`src/hdl/lbs_pkg.sv`:
```
// Shared constants, item type and field layout for the skinning block.
package lbs_pkg;

	localparam int JOINTS       = 32;
	localparam int ROWS         = 3;
	localparam int COLS         = 4;
	localparam int ENTRIES      = ROWS * COLS;
	localparam int RAM_DEPTH    = JOINTS * ROWS;
	localparam int RAM_AW       = $clog2(RAM_DEPTH);
	localparam int COL_W        = 2;
	localparam int ROW_W        = 2;
	localparam int JOINT_W      = 5;
	localparam int ENTRY_W      = 4;
	localparam int VAL_W        = 32;
	localparam int WEIGHT_W     = 17;
	localparam int SUM_W        = 48;
	localparam int S_TDATA_W    = 160;
	localparam int M_TDATA_W    = 96;

	localparam logic [WEIGHT_W-1:0] WEIGHT_ONE = 17'h10000;

	// Input tdata layout, lowest bit first
	localparam int JOINT_LSB    = 0;
	localparam int ENTRY_LSB    = JOINT_LSB + JOINT_W;
	localparam int MVAL_LSB     = ENTRY_LSB + ENTRY_W;
	localparam int BX_LSB       = MVAL_LSB + VAL_W;
	localparam int BY_LSB       = BX_LSB + VAL_W;
	localparam int BZ_LSB       = BY_LSB + VAL_W;
	localparam int WEIGHT_LSB   = BZ_LSB + VAL_W;

	// Values of the action selector
	localparam logic ACT_LOAD = 1'b0;
	localparam logic ACT_TERM = 1'b1;

	// One classified item as it travels from front to back
	typedef struct packed {
		logic                       is_term;
		logic                       wr_ok;
		logic                       active;
		logic                       last;
		logic [JOINT_W-1:0]         joint;
		logic [ROW_W-1:0]           row;
		logic [COL_W-1:0]           col;
		logic signed [VAL_W-1:0]    mval;
		logic signed [VAL_W-1:0]    bx;
		logic signed [VAL_W-1:0]    by;
		logic signed [VAL_W-1:0]    bz;
		logic [WEIGHT_W-1:0]        weight;
	} item_t;

	// Row address of a joint's matrix row in the column memories
	function automatic logic [RAM_AW-1:0] row_addr(input logic [JOINT_W-1:0] j,
			input logic [ROW_W-1:0] r);
		row_addr = RAM_AW'(RAM_AW'(j) * RAM_AW'(ROWS) + RAM_AW'(r));
	endfunction

endpackage

```
`src/hdl/lbs_queue.sv`:
```
// Two-entry queue of classified items between front and back.
module lbs_queue import lbs_pkg::*; (
	input  logic  clk,
	input  logic  arst_n,
	input  logic  push,
	input  item_t push_item,
	output logic  full,
	input  logic  pop,
	output logic  head_valid,
	output item_t head_item
);

	item_t       slot_q [2];
	logic        wr_ptr_q;
	logic        rd_ptr_q;
	logic [1:0]  count_q;

	assign full       = (count_q == 2'd2);
	assign head_valid = (count_q != 2'd0);
	assign head_item  = slot_q[rd_ptr_q];

	// Store pushed items
	always_ff @(posedge clk) begin
		if (push) begin
			slot_q[wr_ptr_q] <= push_item;
		end
	end

	// Advance pointers and count
	always_ff @(posedge clk or negedge arst_n) begin
		if (!arst_n) begin
			wr_ptr_q <= 1'b0;
			rd_ptr_q <= 1'b0;
			count_q  <= 2'd0;
		end else begin
			if (push) begin
				wr_ptr_q <= !wr_ptr_q;
			end
			if (pop) begin
				rd_ptr_q <= !rd_ptr_q;
			end
			case ({push, pop})
				2'b10:   count_q <= count_q + 2'd1;
				2'b01:   count_q <= count_q - 2'd1;
				default: count_q <= count_q;
			endcase
		end
	end

endmodule

```
`config.mk`:
```
export PLATFORM = sky130hd
export DESIGN_NAME = lbs_queue
export DESIGN_NICKNAME = d
export VERILOG_FILES = /design/src/hdl/lbs_pkg.sv /design/src/hdl/lbs_queue.sv
export SDC_FILE = /design/constraint.sdc
export NUM_CORES = 1
export LEC_CHECK = 0
export ABC_AREA = 1
export BUFFER_PORTS_ARGS = -buffer_cell sky130_fd_sc_hd__buf_2
export CORE_MARGIN = 4
export CORE_UTILIZATION = 50
export DETAILED_ROUTE_END_ITERATION = 7
export GPL_ROUTABILITY_DRIVEN = 0
export PLACE_DENSITY = 0.77
export SYNTH_ARGS = -nofsm -noshare
export SYNTH_HDL_FRONTEND = slang
export SYNTH_SLANG_ARGS = --single-unit
```
`constraint.sdc`:
```
create_clock -name clk -period 14.79 [get_ports clk]
set_clock_uncertainty 0.15 [all_clocks]
set_input_delay 1.479 -clock clk [delete_from_list [all_inputs] [get_ports clk]]
set_output_delay 1.479 -clock clk [all_outputs]
set_load 0.02 [all_outputs]
```
; After elaboration in Yosys (flattened, before gate mapping)
; Memory sizes are Yosys's and may differ from the RTL's.
; Cells that the tools add are included.
[classes]
add_sub_neg = 2
n_eq_ne = 3
mux = 3
n_reduce_logical = 4
[ops]
columns = operator, n
row1 = $eq A2 B2 Y1 const B, 2
row2 = $pmux W2 S2, 1
row3 = $reduce_bool A2 Y1, 2
row4 = $add A2 B1 Y2 const B, 1
row5 = $eq A2 B1 Y1 const B, 1
row6 = $logic_not A1 Y1, 2
row7 = $mux W1, 2
row8 = $sub A2 B1 Y2 const B, 1
[totals]
ff_bits = 4
mem_bits_rw = 316
in_bits = 162
out_inout_bits = 160
elab_cells = 16
memories = 1
[mem_list]
columns = name, depth, word_bits, rd, rd_clocked_by_memory_dff, wr, line_no
row1 = slot_q, 2, 158, 1, 0, 1, lbs_queue.sv:13  ; item_t slot_q [2];

; Longest topological paths before layout
[logic_depth]
ltp_word = 2
mapped_depth = 7
mapped_depth_nobuf = 7

; Worst setup path before layout
; Ideal clock, no wire load.
[synth_path]
kind = input to register
start = input push
end = memory slot_q[0][0] (netlist bit) (enable)
setup_time_ns = 0.682
arrival_time_ns = 8.153
required_time_ns = 13.958
slack_ns = 5.805
stages = 2
n_path_buf = 0
path_cell_list = inv_1 nor2_1
[synth_between]
elab_chain_cells = 2
[synth_rtl]
columns = element, line_no
row1 = start: declaration, lbs_queue.sv:5  ; input logic push,
row2 = $mux W1, lbs_queue.sv:24  ; if (push) begin
row3 = $mux W1 (implied by the code), lbs_queue.sv:25  ; slot_q[wr_ptr_q] <= push_item;
row4 = end: declaration, lbs_queue.sv:13
; No other way between the ends.

==> flow_summary.toml <==
[routing]
finalWirelength_um = 24600
firstDrtPassIters = 5
via_per_inst = 4.81
post_drt_wl_per_cell_um = 16.2
drtAntennaViolNets = 0
drc = 0
num_vias = 7314
drt_iter0_drc = 580

[cts]
cts_max_level = 2
cts_setup_buffers = 0
cts_made_buffers = 34
ctsResizeCount = 0
clock_sinks = 320
cts-hold-fix-buffers = 0
root_buffer = "clkbuf_16"
clk_latency_ps = 490
clockBufferDepth = 3
cts_tree = "built"
path_clk_slew_ps = 50

[worst_setup_path]
crit_path_end_kind = "output pin"
crit_family = "flip-flops"
timing.rr.end = "slot_q[1][10]"
r2r-start = "wr_ptr_q"
cp-start-kind = "flip-flop"
slowest_delay_ps = 1080
reg2reg_slack_ps = 12080
cp_max_fo = 110
worstSetupPathType = "flip-flop to output pin"
arrival_ps = 3020
path_cells = "buf_4 -> nand2_1 -> o21ai_1 -> buf_2"
cp_slowest_cell = "dfrtp_4"
critPathRequiredTime_ps = 13160
rr_worst_depth = 3
crit_buf_inv = 2
path_depth = 4

[power]
powerDensity_mw_per_mm2 = 206
peakVddDrop_mv = 0.182
power.leakage_nw = 6.35

[place]
dp_hpwl_um = 16100
pre_cts_ws_ps = 10590
io_buffers = 321

[final_layout]
drive_above_1_share_pct = 31.3
mostFrequentLayoutCell = "buf_2"
mostFrequentLayoutCells = "321 x buf_2, 316 x edfxtp_1, 164 x nand2_1, 163 x inv_1, 84 x o21ai_0"
post-route-util_pct = 63.2
nNetsFinal = 1339
syn_to_final_growth_pct = 24.5

[status]
outcome = "complete, no violations"

[synth]
yosys.area.top_type = "edfxtp_1"
syn-cell-area_sq_mm = 0.0119
synth_cell_types = 16
synth_nets = 1012
synth_top_area_share_pct = 79.6
ys_ff_latch = 320
synthCells = 849
ys_seq_area_share_pct = 80.5
synth_area_leaders = "edfxtp_1 80%, inv_1 5.2%, nand2_1 5.2%"
syn_area_per_cell_sq_um = 14.0
synth_warnings = 0

[sta]
slew_viol_final = 0
finalSetupTns_ps = 0
fmax_mhz = 215
worst_slew_pin_slew_ps = 1060
layout_min_cycle_time_ps = 4650
slew_headroom_pct = 29.6
whs_ps = 386
setup_ws_ps = 10140
rsz0062_at_grt = "false"
setup_viol = 0
hold_violations = 0
fin_crit_sh_pct = 31.5

[global_route]
antenna_found_initial = 6
grt_overflow_total = 0
grt_max_degree = 111
grt_pass1_vias = 7447
grt_pass1_wl_um = 37800
track_usage_pct = 18.2

[floorplan]
initial_core_util_pct = 50.8
die-area_sq_mm = 0.0264
fp.dieH_um = 162
row_count = 56
die_w_um = 162
boundaryPins = 322
core_area_sq_mm = 0.0235

[min_path]
holdPathStages = 1
hp-class = "flip-flop to flip-flop"
min-delay-start = "count_q[0]"
worstHoldEndpoint = "count_q[0]"

[job]
drv_cap = 0
## power by group
| part | switching (mW) | internal [mW] | total (mW) |
|---|---|---|---|
| combinational | 0.685 | 0.263 | 0.948 |
| clock | 0.322 | 0.505 | 0.826 |
| sequential | 0.0808 | 1.21 | 1.29 |
| total | 1.09 | 1.97 | 3.06 |
## area by class of cell
| class | instances | area [sq um] |
|---|---|---|
| diodes | 2 | 5.00 |
| clock buffers | 42 | 945 |
| clock inverters | 18 | 158 |
| fillers | 1711 | 8640 |
| inverters | 164 | 621 |
| multi-input cells | 330 | 1470 |
| flip-flops and latches | 320 | 9590 |
| well taps | 319 | 399 |
| repair buffers | 326 | 1640 |
## layer usage
metal	wire length, um	global-route usage, %	up-vias
li1	-	-	3525
met1	9070	21.4	3437
met2	12600	31.9	286
met3	2330	6.05	56
met4	646	5.57	10
met5	46	0	-
## flip-flops by register name (all words and copies together) (netlist names)
signal and count:
count_q 2, rd_ptr_q 1, slot_q 316, wr_ptr_q 1
## synth_stat cells
cell type	number
dfrtp_1	4
o21ai_0	84
buf_6	12
o21ai_1	74
buf_4	4
xor2_1	2
nor2_1	2
clkbuf_1	11
nand2_1	164
ha_1	1
edfxtp_1	316
buf_2	8
xnor2_1	1
inv_1	164
nand4_1	1
nand3_1	1
## worst max-delay path by stage
stage | start | to | slack (ps)
2_1_floorplan | push | slot_q[0][0] | 5800
3_3_place_gp | rd_ptr_q | head_item[157] | 10690
3_5_place_dp | rd_ptr_q | head_item[157] | 10590
4_1_cts | rd_ptr_q | head_item[157] | 10070
5_1_grt | rd_ptr_q | head_item[120] | 9900
6_report | rd_ptr_q | head_item[91] | 10140
## logic make-up after synthesis
| logic type | synth area share (%) |
|---|---|
| AOI/OAI and AO/OA | 6.64 |
| buffers and inverters | 7.24 |
| xor gates and xnor gates | 0.221 |
| DFF | 80.5 |
| adders and majority gates | 0.105 |
| and+or+nand+nor | 5.32 |
## metrics by stage
| step | power, mW | cell area, sq um | instances |
|---|---|---|---|
| 3_5_place_dp | 2.26 | 13700 | 1459 |
| 5_1_grt | 3.23 | 14800 | 1520 |
| 2_1_floorplan | 1.97 | 11900 | 849 |
| 3_3_place_gp | 2.24 | 13700 | 1459 |
| 4_1_cts | 3.10 | 14800 | 1519 |
| 6_report | 3.06 | 14800 | 1521 |
Note: power is estimated with default switching activity, not from simulation.
