<file path="config.mk">
export PLATFORM = sky130hd
export DESIGN_NAME = lbs_front
export DESIGN_NICKNAME = d
export VERILOG_FILES = /design/src/hdl/lbs_pkg.sv /design/src/hdl/lbs_front.sv
export SDC_FILE = /design/constraint.sdc
export NUM_CORES = 1
export LEC_CHECK = 0
export ABC_AREA = 1
export BUFFER_PORTS_ARGS = -buffer_cell sky130_fd_sc_hd__buf_2
export CELL_PAD_IN_SITES_DETAIL_PLACEMENT = 2
export CELL_PAD_IN_SITES_GLOBAL_PLACEMENT = 2
export CORE_MARGIN = 2
export CORE_UTILIZATION = 12
export DETAILED_ROUTE_END_ITERATION = 12
export GPL_TIMING_DRIVEN = 1
export PLACE_DENSITY_LB_ADDON = 0.1
export SLEW_MARGIN = 5
export SYNTH_ARGS = -nofsm -noshare
export SYNTH_HDL_FRONTEND = slang
export SYNTH_SLANG_ARGS = --single-unit
</file>
<file path="constraint.sdc">
create_clock -name clk -period 1.8 [get_ports clk]
set_clock_uncertainty 0.2 [all_clocks]
set_input_delay 0.27 -clock clk [delete_from_list [all_inputs] [get_ports clk]]
set_output_delay 0.27 -clock clk [all_outputs]
set_load 0.01 [all_outputs]
</file>
<file path="src/hdl/lbs_pkg.sv">
// Shared constants, item type and field layout for the skinning block.
package lbs_pkg;

	localparam int JOINTS       = 32;
	localparam int ROWS         = 3;
	localparam int COLS         = 4;
	localparam int ENTRIES      = ROWS * COLS;
	localparam int RAM_DEPTH    = JOINTS * ROWS;
	localparam int RAM_AW       = $clog2(RAM_DEPTH);
	localparam int COL_W        = 2;
	localparam int ROW_W        = 2;
	localparam int JOINT_W      = 5;
	localparam int ENTRY_W      = 4;
	localparam int VAL_W        = 32;
	localparam int WEIGHT_W     = 17;
	localparam int SUM_W        = 48;
	localparam int S_TDATA_W    = 160;
	localparam int M_TDATA_W    = 96;

	localparam logic [WEIGHT_W-1:0] WEIGHT_ONE = 17'h10000;

	// Input tdata layout, lowest bit first
	localparam int JOINT_LSB    = 0;
	localparam int ENTRY_LSB    = JOINT_LSB + JOINT_W;
	localparam int MVAL_LSB     = ENTRY_LSB + ENTRY_W;
	localparam int BX_LSB       = MVAL_LSB + VAL_W;
	localparam int BY_LSB       = BX_LSB + VAL_W;
	localparam int BZ_LSB       = BY_LSB + VAL_W;
	localparam int WEIGHT_LSB   = BZ_LSB + VAL_W;

	// Values of the action selector
	localparam logic ACT_LOAD = 1'b0;
	localparam logic ACT_TERM = 1'b1;

	// One classified item as it travels from front to back
	typedef struct packed {
		logic                       is_term;
		logic                       wr_ok;
		logic                       active;
		logic                       last;
		logic [JOINT_W-1:0]         joint;
		logic [ROW_W-1:0]           row;
		logic [COL_W-1:0]           col;
		logic signed [VAL_W-1:0]    mval;
		logic signed [VAL_W-1:0]    bx;
		logic signed [VAL_W-1:0]    by;
		logic signed [VAL_W-1:0]    bz;
		logic [WEIGHT_W-1:0]        weight;
	} item_t;

	// Row address of a joint's matrix row in the column memories
	function automatic logic [RAM_AW-1:0] row_addr(input logic [JOINT_W-1:0] j,
			input logic [ROW_W-1:0] r);
		row_addr = RAM_AW'(RAM_AW'(j) * RAM_AW'(ROWS) + RAM_AW'(r));
	endfunction

endpackage

</file>
<file path="src/hdl/lbs_front.sv">
// Front end: threshold register, input transfer and item classification.
module lbs_front import lbs_pkg::*; (
	input  logic                 clk,
	input  logic                 arst_n,
	input  logic                 cfg_valid,
	output logic                 cfg_ready,
	input  logic [WEIGHT_W-1:0]  cfg_data,
	input  logic                 s_axis_tvalid,
	output logic                 s_axis_tready,
	input  logic [S_TDATA_W-1:0] s_axis_tdata,
	input  logic                 s_axis_tuser,
	input  logic                 s_axis_tlast,
	input  logic                 q_full,
	output logic                 q_push,
	output item_t                q_item
);

	logic [WEIGHT_W-1:0] thresh_q;
	logic [JOINT_W-1:0]  joint;
	logic [ENTRY_W-1:0]  entry;
	logic [WEIGHT_W-1:0] weight;
	logic                joint_ok;

	// Hold the weight threshold
	always_ff @(posedge clk or negedge arst_n) begin
		if (!arst_n) begin
			thresh_q <= '0;
		end else if (cfg_valid) begin
			thresh_q <= cfg_data;
		end
	end

	assign cfg_ready     = 1'b1;
	assign s_axis_tready = !q_full;
	assign q_push        = s_axis_tvalid && !q_full;

	assign joint    = s_axis_tdata[JOINT_LSB +: JOINT_W];
	assign entry    = s_axis_tdata[ENTRY_LSB +: ENTRY_W];
	assign weight   = s_axis_tdata[WEIGHT_LSB +: WEIGHT_W];
	assign joint_ok = 32'(joint) < JOINTS;

	// Classify: loads get a row/column slot, terms a clamped weight and skip flag
	always_comb begin
		q_item         = '0;
		q_item.is_term = (s_axis_tuser == ACT_TERM);
		q_item.wr_ok   = (32'(entry) < ENTRIES) && joint_ok;
		q_item.active  = (weight > thresh_q) && joint_ok;
		q_item.last    = s_axis_tlast;
		q_item.joint   = joint;
		q_item.row     = entry[ENTRY_W-1 -: ROW_W];
		q_item.col     = entry[COL_W-1:0];
		q_item.mval    = s_axis_tdata[MVAL_LSB +: VAL_W];
		q_item.bx      = s_axis_tdata[BX_LSB +: VAL_W];
		q_item.by      = s_axis_tdata[BY_LSB +: VAL_W];
		q_item.bz      = s_axis_tdata[BZ_LSB +: VAL_W];
		q_item.weight  = (weight > WEIGHT_ONE) ? WEIGHT_ONE : weight;
	end

endmodule

</file>
# ---- Yosys cells after proc, flatten, opt, wreduce, memory -nomap -nowiden
# Index checks and enable logic that the tools add are counted.
dict set report totals {
  ff_bits 17
  input_bits 184
  out_inout_bits 161
  elab_cells 7
}
dict set report classes {
  magnitude_cmp 3
  muxes 1
  n_reduce_logical 2
}
# op n
set op_table {}
lappend op_table {{> comparator 17 bit} 1}
lappend op_table {{> comparator 17 bit (second input constant)} 1}
lappend op_table {{two-way mux 17 bit} 1}
lappend op_table {{< comparator 4 bit (second input constant)} 1}
lappend op_table {{logical AND 1 bit} 1}
lappend op_table {{logical NOT 1 bit} 1}

# ---- Logic depth before layout (Yosys ltp)
dict set report depth {
  word_depth 2
  mapped_depth 10
  ltp_nobuf 10
}

# ---- Worst setup path before layout
# OpenSTA, ideal clock, no wires.
dict set report synth_path {
  kind {flip-flop to output port}
  start {register thresh_q[8]}
  end {output q_item[155] in the netlist's numbering}
  arrival_ns 1.237
  required_time_ns 1.330
  setup_slack_ns 0.093
  stages_incl_launch_ff 9
  n_path_buf 0
  path_cell_list {dfrtp_1 -> inv_1 -> ha_1 -> nand2_1 -> nor2_1 -> nand3_1 -> nor2_1 -> nor2_1 -> a21oi_1}
}
# item line
set synth_rtl {}
lappend synth_rtl {{start, declared} lbs_front.sv:18} ;# logic [WEIGHT_W-1:0] thresh_q;
lappend synth_rtl {{start signal, assigned} lbs_front.sv:29} ;# thresh_q <= cfg_data;
lappend synth_rtl {{end, declared} lbs_front.sv:15} ;# output item_t q_item

==> run_results.csv <==
group,metric,value,unit
outcome,failed_checks,"setup timing",
drt,drt-pass1-iter-count,4,
sta,rsz0062_at_grt,"yes",
final_layout,fillers,2269,
drt,vias,1668,
power_and_ir_drop,power_frac_comb,0.387,
clock_tree,worstSkewPairLatency,250,ps
synth,synthDistinctLibCells,20,
clock_tree,cts.sinks,17,
floorplanning,dieHeight,143.7,microns
grt,overflow,0,
grt,grt_usage,0.06986,
placement,post-dp-hpwl,5.776,mm
final_layout,final_cells,549,
synth,ys_seq_area_frac,0.1815,
final_layout,drive_gt1_frac,0.6444,
final_layout,largest_register_ff_count,17,
clock_tree,clk_pin_slew,60,ps
power_and_ir_drop,pwr-share-clk,0.326,
synth,synth_nets,524,
clock_tree,cts_buffer_depth,2,
power_and_ir_drop,seq_power_share,0.287,
final_layout,largestRegisters,"thresh_q: 17 flops",
clock_tree,root_buffer,"clkbuf_16",
critical_path,cp_max_fo,3,
floorplanning,core,0.01933,sq mm
placement,port_buffers,63,
power_and_ir_drop,intPower,1.009,mW
final_layout,final_common_cell,"buf_2",
placement,place_worst_setup_slack,-272.6,ps
worst_hold_path,hold_class,"in2reg",
synth,syn_avg_cell_area,7.255,sq um
final_layout,syn_to_final_growth,19.86,%
sta,maxSlewViolCount,0,
power_and_ir_drop,switchingPower,0.4876,mW
drt,wl_per_cell,13.19,microns
floorplanning,placementRows,51,
power_and_ir_drop,powerDensity,532.7,mW/mm^2
critical_path,crit_required,1330,ps
floorplanning,start_util,0.1212,
clock_tree,cts_tree,"built",
sta,min_period,2079,ps
critical_path,worstSetupEndpointType,"output pin",
drt,ant_nets,0,
placement,place_inst,536,
outcome,outcome,"complete, but fails checks",
power_and_ir_drop,peakVddDrop,0.3352,mV
clock_tree,cts_made_buffers,3,
job,drv.max_cap_violation_count,0,
placement,place.gp.congestion,0.6499,
floorplanning,die_area,0.02066,sq mm
grt,grt_pass1_wl,10.70,mm
power_and_ir_drop,swShare,0.3258,
floorplanning,top_level_ports,345,
critical_path,cp.arrival,1610,ps
drt,vias_per_cell,3.038,
drt,drc,0,
synth,syn-cell-area,0.002343,sq mm
synth,ys_ff_latch,17,
sta,hold_viol,0,
sta,fin_ws,-278.8,ps
critical_path,worstSetupPathType,"reg2out",
power_and_ir_drop,power.leakage,1.277,nW
critical_path,start_kind,"flip-flop",
synth,ys_warn_count,0,
grt,grt_pass1_vias,1853,
synth,syn-instance-count,323,
sta,fin_crit_sh,1.155,
final_layout,fin_util,0.1453,
final_layout,most-common-layout-cells,"buf_2, buf_4, nand2_1",
grt,grt_max_degree,18,
final_layout,regMostFlops,"thresh_q",
sta,fmax,481.1,MHz
sta,setup_violations,14,
final_layout,final_nets,486,
floorplanning,die_x,143.7,microns
clock_tree,h-tree-depth,1,
sta,final.setup.tns,-837.7,ps
drt,drtIter0Drc,24,
final_layout,antenna-diode-count,0,
grt,grt_antenna_before_repair,0,
drt,wl,7.241,mm
cell usage after synthesis, drive strengths merged:
| library cell | instances | area [sq um] |
|---|---|---|
| conb | 1 | 3.750 |
| nand2 | 42 | 160.2 |
| o21ai | 16 | 80.08 |
| dfrtp | 17 | 425.4 |
| nand4 | 4 | 25.02 |
| nor3 | 2 | 15.01 |
| inv | 41 | 153.9 |
| ha | 17 | 212.7 |
| nor2 | 10 | 37.54 |
| nand3 | 2 | 10.01 |
| mux2 | 1 | 11.26 |
| a21o | 2 | 15.01 |
| buf | 142 | 1067 |
| clkbuf | 5 | 18.77 |
| a21oi | 20 | 100.1 |
| a21boi | 1 | 7.510 |
routing by layer:
layer	global-route usage	wire [microns]
met5	0	0
met4	0.02477	146
met3	0.02199	507
met2	0.1211	3736
met1	0.08083	2850
per-stage QoR:
stage                     instance area [sq um]  power [mW]  hold WS, ps
after global placement                     2157      0.8480        87.67
final                                      2809       1.496        24.58
after floorplan                            2344      0.9322       -225.6
after global routing                       2809       1.634        31.32
after CTS                                  2759       1.549        16.00
after detailed placement                   2157      0.8507        88.29
worst max-delay path, stage by stage (launching register included):
cell and delay (ps):
dfrtp_1 350, inv_2 50, ha_4 260, nand2_2 60, nor2_4 120, nand2_2 90
nor3_1 230, a21oi_2 60, buf_2 140
path summary, 6_finish.rpt:
kind | start | to | slack [ps] | depth (start not counted)
worst min register to register | thresh_q[0] | thresh_q[0] | 340 | 1
worst min-delay path | cfg_data[1] | thresh_q[1] | 20 | 3
worst max-delay path | thresh_q[14] | q_item[155] | -280 | 8
worst max register to register | thresh_q[6] | thresh_q[6] | 780 | 4
min in group asynchronous | arst_n | thresh_q[0] | 310 | 2
max in group asynchronous | arst_n | thresh_q[9] | 750 | 2
power groups by stage:
stage | logic (mW) | clock network, mW | registers, mW
2_1_floorplan | 0.502 | 0 | 0.430
3_3_place_gp | 0.416 | 0 | 0.432
3_5_place_dp | 0.417 | 0 | 0.433
4_1_cts | 0.582 | 0.537 | 0.430
5_1_grt | 0.658 | 0.541 | 0.434
6_report | 0.580 | 0.487 | 0.430
cell families after synthesis:
| kind of cell | Yosys count | synth area share |
|---|---|---|
| buf+inv | 188 | 0.5291 |
| mux | 1 | 0.004805 |
| simple gates | 60 | 0.1057 |
| flops | 17 | 0.1815 |
| fa+ha+maj | 17 | 0.09076 |
| other cells | 1 | 0.001600 |
| compound gates | 39 | 0.08649 |
area by class of cell:
cell class | count | area (sq um) | area share
multi-input cells | 118 | 1065 | 0.3791
repair buffers | 104 | 744.5 | 0.2650
flip-flops and latches | 17 | 425.4 | 0.1514
well taps | 265 | 331.6 | 0.1180
inverters | 41 | 163.9 | 0.05835
clock buffers | 4 | 78.83 | 0.02806
repair_timing:
item	CTS	global route
buffers inserted	9	1
gates cloned	1	0
gates resized for setup	100	23
setup endpoints to repair	17	17
endpoints found under the hold margin	17	0
pin swaps	24	11
hold buffers	1	0
(Power assumes the default switching activity.)
